`config.mk`:
```
export PLATFORM = sky130hd
export DESIGN_NAME = toy_cpu_instruction_executor
export DESIGN_NICKNAME = d
export VERILOG_FILES = /design/src/hdl/tcie_pkg.sv /design/src/hdl/tcie_front.sv /design/src/hdl/tcie_queue.sv /design/src/hdl/tcie_back.sv /design/src/hdl/toy_cpu_instruction_executor.sv
export SDC_FILE = /design/constraint.sdc
export NUM_CORES = 2
export LEC_CHECK = 0
export ABC_AREA = 0
export BUFFER_PORTS_ARGS = -buffer_cell sky130_fd_sc_hd__buf_4
export CAP_MARGIN = 15
export CORE_MARGIN = 10
export CORE_UTILIZATION = 45
export CTS_CLUSTER_DIAMETER = 120
export CTS_CLUSTER_SIZE = 16
export DETAILED_ROUTE_END_ITERATION = 7
export MAX_ROUTING_LAYER = met4
export SYNTH_ARGS = -nofsm -noshare
export SYNTH_HDL_FRONTEND = slang
export SYNTH_SLANG_ARGS = --single-unit
```
`constraint.sdc`:
```
create_clock -name clk_i -period 27.5 [get_ports clk_i]
set_input_delay 1.375 -clock clk_i [delete_from_list [all_inputs] [get_ports clk_i]]
set_output_delay 1.375 -clock clk_i [all_outputs]
set_load 0.02 [all_outputs]
```
`src/hdl/tcie_pkg.sv`:
```
// Shared types and codes for the toy CPU instruction executor.
// Used by the front, queue, back and top-level modules; no dependencies.
`timescale 1ns / 1ps
`default_nettype none
package tcie_pkg;

  // Opcodes carried by an instruction item
  localparam logic [3:0] OP_LOAD  = 4'd1;
  localparam logic [3:0] OP_IMM   = 4'd2;
  localparam logic [3:0] OP_STORE = 4'd3;
  localparam logic [3:0] OP_MOVE  = 4'd4;
  localparam logic [3:0] OP_ADD   = 4'd5;
  localparam logic [3:0] OP_JUMP  = 4'd11;
  localparam logic [3:0] OP_HALT  = 4'd12;

  // Result kinds
  localparam logic [2:0] KIND_NONE    = 3'd0;
  localparam logic [2:0] KIND_REPORT  = 3'd1;
  localparam logic [2:0] KIND_HALT    = 3'd2;
  localparam logic [2:0] KIND_INVALID = 3'd3;
  localparam logic [2:0] KIND_JUMP    = 3'd4;

  // Instruction classes found by the front end
  typedef enum logic [3:0] {
    CLS_LOAD,
    CLS_IMM,
    CLS_STORE,
    CLS_REPORT,
    CLS_MOVE,
    CLS_ADD,
    CLS_JUMP,
    CLS_HALT,
    CLS_INVALID
  } cls_e;

  // Classified instruction as it travels from front to back
  typedef struct packed {
    cls_e       cls;
    logic [3:0] reg_r;
    logic [7:0] operand;
    logic [7:0] log_byte;
  } instr_t;

endpackage
`default_nettype wire

```
`src/hdl/tcie_front.sv`:
```
// Front end: accepts instruction items, classifies them and registers them.
// Depends on tcie_pkg.
`timescale 1ns / 1ps
`default_nettype none
module tcie_front (
  input  wire logic            clk_i,
  input  wire logic            rst_ni,
  input  wire logic            in_valid_i,
  output logic                 in_stall_o,
  input  wire logic [3:0]      op_i,
  input  wire logic [3:0]      reg_r_i,
  input  wire logic [7:0]      operand_i,
  output logic                 push_valid_o,
  input  wire logic            push_ready_i,
  output tcie_pkg::instr_t     push_data_o
);
  import tcie_pkg::*;

  logic   valid_q, valid_d;
  instr_t instr_q, instr_d;
  logic   accept;

  // Stall only while the held item cannot move on
  assign in_stall_o = valid_q && !push_ready_i;
  assign accept     = in_valid_i && !in_stall_o;

  // Classify the incoming item and form its log byte (op*10 + R, mod 256)
  always_comb begin
    instr_d.reg_r    = reg_r_i;
    instr_d.operand  = operand_i;
    instr_d.log_byte = 8'({op_i, 3'b000}) + 8'({op_i, 1'b0}) + 8'(reg_r_i);
    unique case (op_i)
      OP_LOAD:  instr_d.cls = CLS_LOAD;
      OP_IMM:   instr_d.cls = CLS_IMM;
      OP_STORE: instr_d.cls = (operand_i == 8'd0) ? CLS_REPORT : CLS_STORE;
      OP_MOVE:  instr_d.cls = CLS_MOVE;
      OP_ADD:   instr_d.cls = CLS_ADD;
      OP_JUMP:  instr_d.cls = CLS_JUMP;
      OP_HALT:  instr_d.cls = CLS_HALT;
      default:  instr_d.cls = CLS_INVALID;
    endcase
  end

  // Hold the item until the queue takes it
  always_comb begin
    valid_d = valid_q;
    if (accept) begin
      valid_d = 1'b1;
    end else if (push_ready_i) begin
      valid_d = 1'b0;
    end
  end

  always_ff @(posedge clk_i or negedge rst_ni) begin
    if (!rst_ni) begin
      valid_q <= 1'b0;
    end else begin
      valid_q <= valid_d;
    end
  end

  always_ff @(posedge clk_i) begin
    if (accept) begin
      instr_q <= instr_d;
    end
  end

  assign push_valid_o = valid_q;
  assign push_data_o  = instr_q;

endmodule
`default_nettype wire

```
`src/hdl/tcie_queue.sv`:
```
// Two-entry queue of classified instructions between front and back.
// Depends on tcie_pkg.
`timescale 1ns / 1ps
`default_nettype none
module tcie_queue (
  input  wire logic            clk_i,
  input  wire logic            rst_ni,
  input  wire logic            push_valid_i,
  output logic                 push_ready_o,
  input  wire tcie_pkg::instr_t push_data_i,
  output logic                 head_valid_o,
  input  wire logic            pop_i,
  output tcie_pkg::instr_t     head_data_o
);
  import tcie_pkg::*;

  instr_t     entry_q [2];
  logic       wr_ptr_q, wr_ptr_d;
  logic       rd_ptr_q, rd_ptr_d;
  logic [1:0] count_q, count_d;
  logic       push, pop;

  assign push_ready_o = (count_q != 2'd2);
  assign head_valid_o = (count_q != 2'd0);
  assign head_data_o  = entry_q[rd_ptr_q];
  assign push         = push_valid_i && push_ready_o;
  assign pop          = pop_i && head_valid_o;

  // Advance pointers and occupancy
  always_comb begin
    wr_ptr_d = push ? ~wr_ptr_q : wr_ptr_q;
    rd_ptr_d = pop ? ~rd_ptr_q : rd_ptr_q;
    count_d  = count_q;
    if (push && !pop) begin
      count_d = count_q + 2'd1;
    end else if (pop && !push) begin
      count_d = count_q - 2'd1;
    end
  end

  always_ff @(posedge clk_i or negedge rst_ni) begin
    if (!rst_ni) begin
      wr_ptr_q <= 1'b0;
      rd_ptr_q <= 1'b0;
      count_q  <= 2'd0;
    end else begin
      wr_ptr_q <= wr_ptr_d;
      rd_ptr_q <= rd_ptr_d;
      count_q  <= count_d;
    end
  end

  always_ff @(posedge clk_i) begin
    if (push) begin
      entry_q[wr_ptr_q] <= push_data_i;
    end
  end

endmodule
`default_nettype wire

```
`src/hdl/tcie_back.sv`:
```
// Back end: logs each instruction into data memory and executes it against
// the register file, then drives the result register. Depends on tcie_pkg.
`timescale 1ns / 1ps
`default_nettype none
module tcie_back #(
  parameter int MEM_DEPTH = 256,
  parameter int REG_COUNT = 16
) (
  input  wire logic            clk_i,
  input  wire logic            rst_ni,
  input  wire logic            head_valid_i,
  output logic                 pop_o,
  input  wire tcie_pkg::instr_t head_data_i,
  output logic                 out_valid_o,
  input  wire logic            out_stall_i,
  output logic [2:0]           kind_o,
  output logic [7:0]           value_o,
  output logic                 taken_o
);
  import tcie_pkg::*;

  localparam int AddrW = (MEM_DEPTH > 1) ? $clog2(MEM_DEPTH) : 1;
  localparam int RegW  = (REG_COUNT > 1) ? $clog2(REG_COUNT) : 1;

  typedef enum logic [1:0] {
    ST_FIRST,
    ST_SECOND,
    ST_STORE
  } state_e;

  // Address modulo MEM_DEPTH by restoring subtraction (quotient below 16)
  function automatic logic [AddrW-1:0] addr_of(input logic [7:0] v);
    logic [12:0] r;
    r = {5'd0, v};
    for (int k = 3; k >= 0; k--) begin
      if (r >= 13'(MEM_DEPTH * (2 ** k))) begin
        r = r - 13'(MEM_DEPTH * (2 ** k));
      end
    end
    return r[AddrW-1:0];
  endfunction

  // Register number modulo REG_COUNT (quotient below 8)
  function automatic logic [RegW-1:0] reg_of(input logic [3:0] v);
    logic [6:0] r;
    r = {3'd0, v};
    for (int k = 2; k >= 0; k--) begin
      if (r >= 7'(REG_COUNT * (2 ** k))) begin
        r = r - 7'(REG_COUNT * (2 ** k));
      end
    end
    return r[RegW-1:0];
  endfunction

  // Pointer step with wrap
  function automatic logic [AddrW-1:0] inc_ptr(input logic [AddrW-1:0] p);
    return (p == AddrW'(MEM_DEPTH - 1)) ? '0 : p + 1'b1;
  endfunction

  state_e            state_q;
  instr_t            cur_q;
  logic [AddrW-1:0]  wp_q;
  logic [AddrW-1:0]  addr_q;
  logic [RegW-1:0]   dst_q;
  logic              fwd0_q, fwd1_q;
  logic              out_valid_q;
  logic [2:0]        kind_q;
  logic [7:0]        value_q;
  logic              taken_q;

  logic [7:0]        mem_q [MEM_DEPTH];
  logic [MEM_DEPTH-1:0] mem_vld_q;
  logic [7:0]        rd_q;
  logic              rd_vld_q;
  logic [7:0]        rf_q [REG_COUNT];
  logic [7:0]        ra_q, rb_q;

  logic              start, can_finish, finish, is_store;
  logic [AddrW-1:0]  wp1;
  logic [AddrW-1:0]  head_addr;
  logic [RegW-1:0]   ra_addr, rb_addr, dst_addr;
  logic              mem_we;
  logic [AddrW-1:0]  mem_waddr;
  logic [7:0]        mem_wdata;
  logic              rf_we;
  logic [7:0]        rf_wdata;
  logic [7:0]        load_val;
  logic              jump_taken;
  logic [2:0]        res_kind;
  logic [7:0]        res_value;

  // Start an item from the queue head, finish when the result slot frees
  assign start      = (state_q == ST_FIRST) && head_valid_i;
  assign pop_o      = start;
  assign can_finish = !out_valid_q || !out_stall_i;
  assign is_store   = (cur_q.cls == CLS_STORE);
  assign finish     = ((state_q == ST_SECOND) && !is_store && can_finish)
                   || ((state_q == ST_STORE) && can_finish);
  assign wp1        = inc_ptr(wp_q);
  assign head_addr  = addr_of(head_data_i.operand);
  assign jump_taken = (ra_q == rb_q);

  // Pick register read ports and destination for the head item
  always_comb begin
    ra_addr  = reg_of(head_data_i.reg_r);
    rb_addr  = '0;
    dst_addr = reg_of(head_data_i.reg_r);
    unique case (head_data_i.cls)
      CLS_MOVE: begin
        ra_addr  = reg_of(head_data_i.operand[7:4]);
        dst_addr = reg_of(head_data_i.operand[3:0]);
      end
      CLS_ADD: begin
        ra_addr = reg_of(head_data_i.operand[7:4]);
        rb_addr = reg_of(head_data_i.operand[3:0]);
      end
      default: begin
      end
    endcase
  end

  // Loaded byte, taking the two fresh log bytes into account
  always_comb begin
    priority if (fwd1_q) begin
      load_val = cur_q.operand;
    end else if (fwd0_q) begin
      load_val = cur_q.log_byte;
    end else begin
      load_val = rd_vld_q ? rd_q : 8'd0;
    end
  end

  // Data memory write port: log byte, operand byte, then any store
  always_comb begin
    mem_we    = 1'b0;
    mem_waddr = wp_q;
    mem_wdata = head_data_i.log_byte;
    unique case (state_q)
      ST_FIRST: begin
        mem_we = start;
      end
      ST_SECOND: begin
        mem_we    = is_store || can_finish;
        mem_waddr = wp1;
        mem_wdata = cur_q.operand;
      end
      ST_STORE: begin
        mem_we    = can_finish;
        mem_waddr = addr_q;
        mem_wdata = ra_q;
      end
      default: begin
      end
    endcase
  end

  // Register file write and result fields on completion
  always_comb begin
    rf_we     = 1'b0;
    rf_wdata  = ra_q;
    res_kind  = KIND_NONE;
    res_value = 8'd0;
    unique case (cur_q.cls)
      CLS_LOAD: begin
        rf_we    = 1'b1;
        rf_wdata = load_val;
      end
      CLS_IMM: begin
        rf_we    = 1'b1;
        rf_wdata = cur_q.operand;
      end
      CLS_MOVE: begin
        rf_we = 1'b1;
      end
      CLS_ADD: begin
        rf_we    = 1'b1;
        rf_wdata = ra_q + rb_q;
      end
      CLS_REPORT: begin
        res_kind  = KIND_REPORT;
        res_value = ra_q;
      end
      CLS_JUMP: begin
        res_kind  = KIND_JUMP;
        res_value = cur_q.operand;
      end
      CLS_HALT:    res_kind = KIND_HALT;
      CLS_INVALID: res_kind = KIND_INVALID;
      default: begin
      end
    endcase
    if (state_q != ST_SECOND || !finish) begin
      rf_we = 1'b0;
    end
  end

  // Sequence the item and hold the result register
  always_ff @(posedge clk_i or negedge rst_ni) begin
    if (!rst_ni) begin
      state_q     <= ST_FIRST;
      wp_q        <= '0;
      out_valid_q <= 1'b0;
    end else begin
      if (finish) begin
        out_valid_q <= 1'b1;
      end else if (!out_stall_i) begin
        out_valid_q <= 1'b0;
      end
      unique case (state_q)
        ST_FIRST: begin
          if (start) begin
            state_q <= ST_SECOND;
          end
        end
        ST_SECOND: begin
          if (is_store) begin
            state_q <= ST_STORE;
            wp_q    <= inc_ptr(wp1);
          end else if (can_finish) begin
            state_q <= ST_FIRST;
            if (cur_q.cls == CLS_JUMP && jump_taken) begin
              wp_q <= addr_q;
            end else begin
              wp_q <= inc_ptr(wp1);
            end
          end
        end
        ST_STORE: begin
          if (can_finish) begin
            state_q <= ST_FIRST;
          end
        end
        default: state_q <= ST_FIRST;
      endcase
    end
  end

  // Latch item details and result payload
  always_ff @(posedge clk_i) begin
    if (start) begin
      cur_q  <= head_data_i;
      addr_q <= head_addr;
      dst_q  <= dst_addr;
      fwd0_q <= (head_addr == wp_q);
      fwd1_q <= (head_addr == wp1);
    end
    if (finish) begin
      kind_q  <= (state_q == ST_STORE) ? KIND_NONE : res_kind;
      value_q <= (state_q == ST_STORE) ? 8'd0 : res_value;
      taken_q <= (state_q == ST_SECOND) && (cur_q.cls == CLS_JUMP) && jump_taken;
    end
  end

  // Data memory: write, registered read
  always_ff @(posedge clk_i) begin
    if (mem_we) begin
      mem_q[mem_waddr] <= mem_wdata;
    end
    if (start) begin
      rd_q <= mem_q[head_addr];
    end
  end

  // Entry valid bits: an unwritten entry reads as zero
  always_ff @(posedge clk_i or negedge rst_ni) begin
    if (!rst_ni) begin
      mem_vld_q <= '0;
      rd_vld_q  <= 1'b0;
    end else begin
      if (mem_we) begin
        mem_vld_q[mem_waddr] <= 1'b1;
      end
      if (start) begin
        rd_vld_q <= mem_vld_q[head_addr];
      end
    end
  end

  // Register file: two registered read ports, one write port
  always_ff @(posedge clk_i or negedge rst_ni) begin
    if (!rst_ni) begin
      for (int i = 0; i < REG_COUNT; i++) begin
        rf_q[i] <= 8'd0;
      end
      ra_q <= 8'd0;
      rb_q <= 8'd0;
    end else begin
      if (rf_we) begin
        rf_q[dst_q] <= rf_wdata;
      end
      if (start) begin
        ra_q <= rf_q[ra_addr];
        rb_q <= rf_q[rb_addr];
      end
    end
  end

  assign out_valid_o = out_valid_q;
  assign kind_o      = kind_q;
  assign value_o     = value_q;
  assign taken_o     = taken_q;

endmodule
`default_nettype wire

```
`src/hdl/toy_cpu_instruction_executor.sv`:
```
// Toy CPU instruction executor. Each accepted item is one instruction; it is
// logged as two bytes into the data memory at the program pointer and then
// executed, giving exactly one result item. A front stage classifies items
// and a two-entry queue feeds the back end, so input is taken while a result
// waits. The back end writes the log byte, the operand byte and, for a store
// to a non-zero address, the stored byte in turn through the single write
// port of the data memory. The memory needs no clearing pass after reset: a
// valid bit per entry makes unwritten entries read as zero.
`timescale 1ns / 1ps
`default_nettype none
module toy_cpu_instruction_executor #(
  parameter int MEM_DEPTH = 256,
  parameter int REG_COUNT = 16
) (
  input  wire logic       clk_i,
  input  wire logic       rst_ni,
  input  wire logic       in_valid_i,
  output logic            in_stall_o,
  input  wire logic [3:0] op_i,
  input  wire logic [3:0] reg_r_i,
  input  wire logic [7:0] operand_i,
  output logic            out_valid_o,
  input  wire logic       out_stall_i,
  output logic [2:0]      kind_o,
  output logic [7:0]      value_o,
  output logic            taken_o
);
  import tcie_pkg::*;

  logic   push_valid, push_ready;
  instr_t push_data;
  logic   head_valid, pop;
  instr_t head_data;

  // Accept and classify
  tcie_front u_front (
    .clk_i        (clk_i),
    .rst_ni       (rst_ni),
    .in_valid_i   (in_valid_i),
    .in_stall_o   (in_stall_o),
    .op_i         (op_i),
    .reg_r_i      (reg_r_i),
    .operand_i    (operand_i),
    .push_valid_o (push_valid),
    .push_ready_i (push_ready),
    .push_data_o  (push_data)
  );

  // Decouple front and back
  tcie_queue u_queue (
    .clk_i        (clk_i),
    .rst_ni       (rst_ni),
    .push_valid_i (push_valid),
    .push_ready_o (push_ready),
    .push_data_i  (push_data),
    .head_valid_o (head_valid),
    .pop_i        (pop),
    .head_data_o  (head_data)
  );

  // Log, execute and report
  tcie_back #(
    .MEM_DEPTH (MEM_DEPTH),
    .REG_COUNT (REG_COUNT)
  ) u_back (
    .clk_i        (clk_i),
    .rst_ni       (rst_ni),
    .head_valid_i (head_valid),
    .pop_o        (pop),
    .head_data_i  (head_data),
    .out_valid_o  (out_valid_o),
    .out_stall_i  (out_stall_i),
    .kind_o       (kind_o),
    .value_o      (value_o),
    .taken_o      (taken_o)
  );

endmodule
`default_nettype wire
```
==> flow_summary_export.csv <==
group,metric,value,unit
timing,setup_violations,0,
power_and_ir_drop,switching_power,5.996,mW
floorplanning,dieArea,0.2558,sq mm
synthesis,ys.flop_type,"edfxtp_1",
clock_network,clockBufferDepth,3,
layout,drive_above_1_share,6.700,%
floorplanning,die_h,505.8,um
setup_path,required,28.09,ns
setup_path,crit_arrival,7.67,ns
layout,final_cell_mix,"2,210 x nand2_1, 2,163 x edfxtp_1, 772 x nand3_1",
timing,max_slew_margin,21.21,%
route,drtAntennaViolNets,0,
power_and_ir_drop,power-per-cell-area,124.2,mW/mm^2
global_route,first_global_vias,66400,
global_route,grt_max_degree,183,
layout,layout_commonest_cell,"nand2_1",
clock_network,tritoncts,"built",
floorplanning,die_w,505.8,um
clock_network,cts_resized,0,
setup_path,worst_setup_path_start_kind,"register",
synthesis,synth_edf_count,2163,
floorplanning,core_area,0.2350,sq mm
floorplanning,rows,178,
clock_network,cts.hold.buffers_added,0,
synthesis,synth_seq_cells,2580,
clock_network,clk_pin_slew,0.07,ns
power_and_ir_drop,ir_drop,0.0001721,V
power_and_ir_drop,seqPwrFrac,41.2,%
place,gp_congestion,0.8536,
power_and_ir_drop,combPwrFrac,41.0,%
route,drtIter0Drc,8445,
worst_hold_path,holdCritPathClass,"reg -> reg",
timing,final_hold_viol_count,0,
setup_path,r2r_setup_slack,20.42,ns
power_and_ir_drop,total_power,14.24,mW
power_and_ir_drop,leakagePower,40.47,nW
place,port_buffers,33,
timing,min_period_over_period,25.74,%
synthesis,synthesis.nets,8513,
run,maxCapViolations,0,
layout,num-fill-cells,20390,
timing,drv_slew,0,
power_and_ir_drop,power_switching_share,42.10,%
floorplanning,pin_count,34,
synthesis,syn_avg_cell_area,12.54,sq um
global_route,grt_overflow,0,
timing,fmax,141.3,MHz
layout,area_growth,8.036,%
power_and_ir_drop,power_frac_clock,17.8,%
timing,period_needed,7.079,ns
clock_network,clk_latency,0.87,ns
global_route,antenna_found_initial,5,
route,drt_pass1_iterations,6,
synthesis,yosysSeqAreaShare,70.99,%
synthesis,synth_warnings,0,
setup_path,cp-end-kind,"register",
synthesis,syn_inst,8469,
clock_network,cts_setup_buffers,0,
synthesis,async_reset_ff_share,16.16,%
synthesis,ys_types,68,
global_route,grt_pass1_wl,449.7,mm
clock_network,cts_htree_levels,4,
timing,rsz0062_at_grt,"no",
route,wl,304.9,mm
clock_network,cts_root_buffer,"clkbuf_16",
power_and_ir_drop,p_int,8.248,mW
floorplanning,initial_core_util,45.20,%
global_route,grtUsageTotal,23.62,%
route,wl_per_cell,26.59,um
route,vias,69380,
clock_network,cts.sinks,2580,
clock_network,cts-buffers-inserted,179,
timing,setup_tns,0,ns
timing,finClkSkew,0.04692,ns
run_status,status,"finished, final reports clean",
place,dp_hpwl,171.3,mm
synthesis,netlist_area,0.1062,sq mm
layout,nNetsFinal,8289,
setup_path,path_class,"reg -> reg",
route,drc,0,
route,drt-vias-per-instance,6.050,
timing,tightest_slew,1.179,ns
setup_path,path_max_fanout,90,
## area by class of cell
cell class / instances / area [sq um] / share of cell area [%]
sequential: 2580 / 75390 / 65.71
multi-input combinational: 5248 / 28540 / 24.88
clock buffer: 235 / 4753 / 4.143
tap: 3150 / 3941 / 3.435
timing repair buffer: 204 / 1704 / 1.485
clock inverter: 15 / 251.5 / 0.2192
inverter: 32 / 135.1 / 0.1178
antenna: 5 / 12.51 / 0.01091
## sequential cells by signal (all words and copies together), names as in the netlist, 2 cells and up
name	cells
u_front.push_data_o	23
u_back.rd_q	8
u_back.state_q	2
u_back.mem_q	2048
u_back.rf_q	128
u_back.rb_q	8
u_back.kind_o	3
u_back.ra_q	8
u_queue.entry_q	46
u_back.value_o	8
u_queue.count_q	2
u_back.addr_q	8
u_back.dst_q	4
u_back.wp_q	8
u_back.cur_q	12
u_back.mem_vld_q	256
## through the flow
step	util [%]	std cells	instance area, sq um	hold slack (ns)	setup WS (ns)
after floorplan	-	8469	106200	0.4215	17.40
after global placement	46.64	11210	109600	0.4531	20.62
after detailed placement	46.69	11210	109700	0.4492	20.47
after CTS	48.82	11460	114700	0.4748	20.44
after global routing	48.82	11460	114700	0.4840	20.11
final	48.83	11470	114700	0.4755	20.42
## per-layer routing
metal | up-vias | part of all wire, % | wire length (um) | GRT usage, %
met5 | - | 0 | 0 | -
met4 | 0 | 3.2 | 9711 | 6.695
met3 | 510 | 8.0 | 24360 | 3.370
met2 | 3226 | 47 | 142600 | 36.46
met1 | 35280 | 42 | 128300 | 32.91
li1 | 30370 | - | - | -
## cell usage after synthesis, types with 4 or more instances
master	number	area (sq um)
nand2_1	2223	8344
edfxtp_1	2163	64950
nand3_1	776	3884
nor2_1	425	1595
dfrtp_1	417	10440
clkbuf_1	312	1171
o21bai_1	258	1937
a31oi_1	248	1551
and3_1	239	1495
mux2i_1	181	1812
a21oi_1	165	825.8
buf_2	151	755.7
buf_1	131	491.7
a221oi_1	85	744.5
a32o_1	68	680.7
a32oi_1	68	595.6
o22ai_1	64	400.4
o21ai_0	52	260.3
mux2_2	43	484.2
mux4_2	43	968.4
a22oi_1	36	270.3
o221ai_1	36	315.3
xnor2_1	30	262.8
inv_1	25	93.84
ha_1	21	262.8
nor3_1	19	95.09
a221o_1	18	180.2
a311oi_1	15	131.4
buf_4	15	112.6
nor4_1	15	93.84
nor2b_1	13	81.33
a211oi_1	12	90.09
nand2b_1	10	62.56
nand4_1	8	50.05
xor2_1	8	70.07
a21o_1	6	45.04
and2_1	6	37.54
a2111oi_0	4	35.03
inv_2	4	15.01
o21ai_1	4	20.02
## cell families after synthesis
family | after synthesis | share of synthesized area (%)
multiplexers | 270 | 3.129
AND/OR/NAND/NOR | 3753 | 14.96
XOR/XNOR | 38 | 0.3134
flip-flops | 2580 | 70.99
buffers and inverters | 641 | 2.497
adder cells (fa/ha/maj) | 24 | 0.3040
AO/OA/AOI/OAI | 1163 | 7.806
## power groups by stage
stage | Sequential, mW | Combinational (mW) | Clock, mW
3_3_place_gp | 5.93 | 5.70 | 0
3_5_place_dp | 5.94 | 5.81 | 0
4_1_cts | 5.85 | 5.82 | 2.58
6_report | 5.87 | 5.84 | 2.54
2_1_floorplan | 6.23 | 3.30 | 0
5_1_grt | 5.90 | 6.20 | 2.72
## critical path, stage by stage (launching register included)
cell and delay, ns:
dfrtp_2 0.97, mux2i_4 0.11, buf_4 0.38, inv_8 0.52, buf_4 0.81, buf_4 0.68
buf_4 0.93, mux2i_1 0.31, mux2i_1 0.13, a32o_1 0.26, a221oi_1 0.29, o22ai_1 0.23
a221o_1 0.44, a22oi_1 0.35, o221ai_1 0.20
## path summary, 6_finish.rpt
path / from / depth (start not counted) / end
max in group asynchronous: rst_ni / 3 / u_back.mem_vld_q[4]
hold / removal: u_back.mem_vld_q[11] / 1 / u_back.mem_vld_q[11]
setup / recovery: u_queue.rd_ptr_q / 14 / u_back.rd_q[7]
min in group asynchronous: rst_ni / 1 / u_back.rf_q[122]
setup reg to reg: u_queue.rd_ptr_q / 14 / u_back.rd_q[7]
hold reg to reg: u_back.mem_vld_q[11] / 1 / u_back.mem_vld_q[11]
Note: power is estimated with default switching activity, not from simulation.
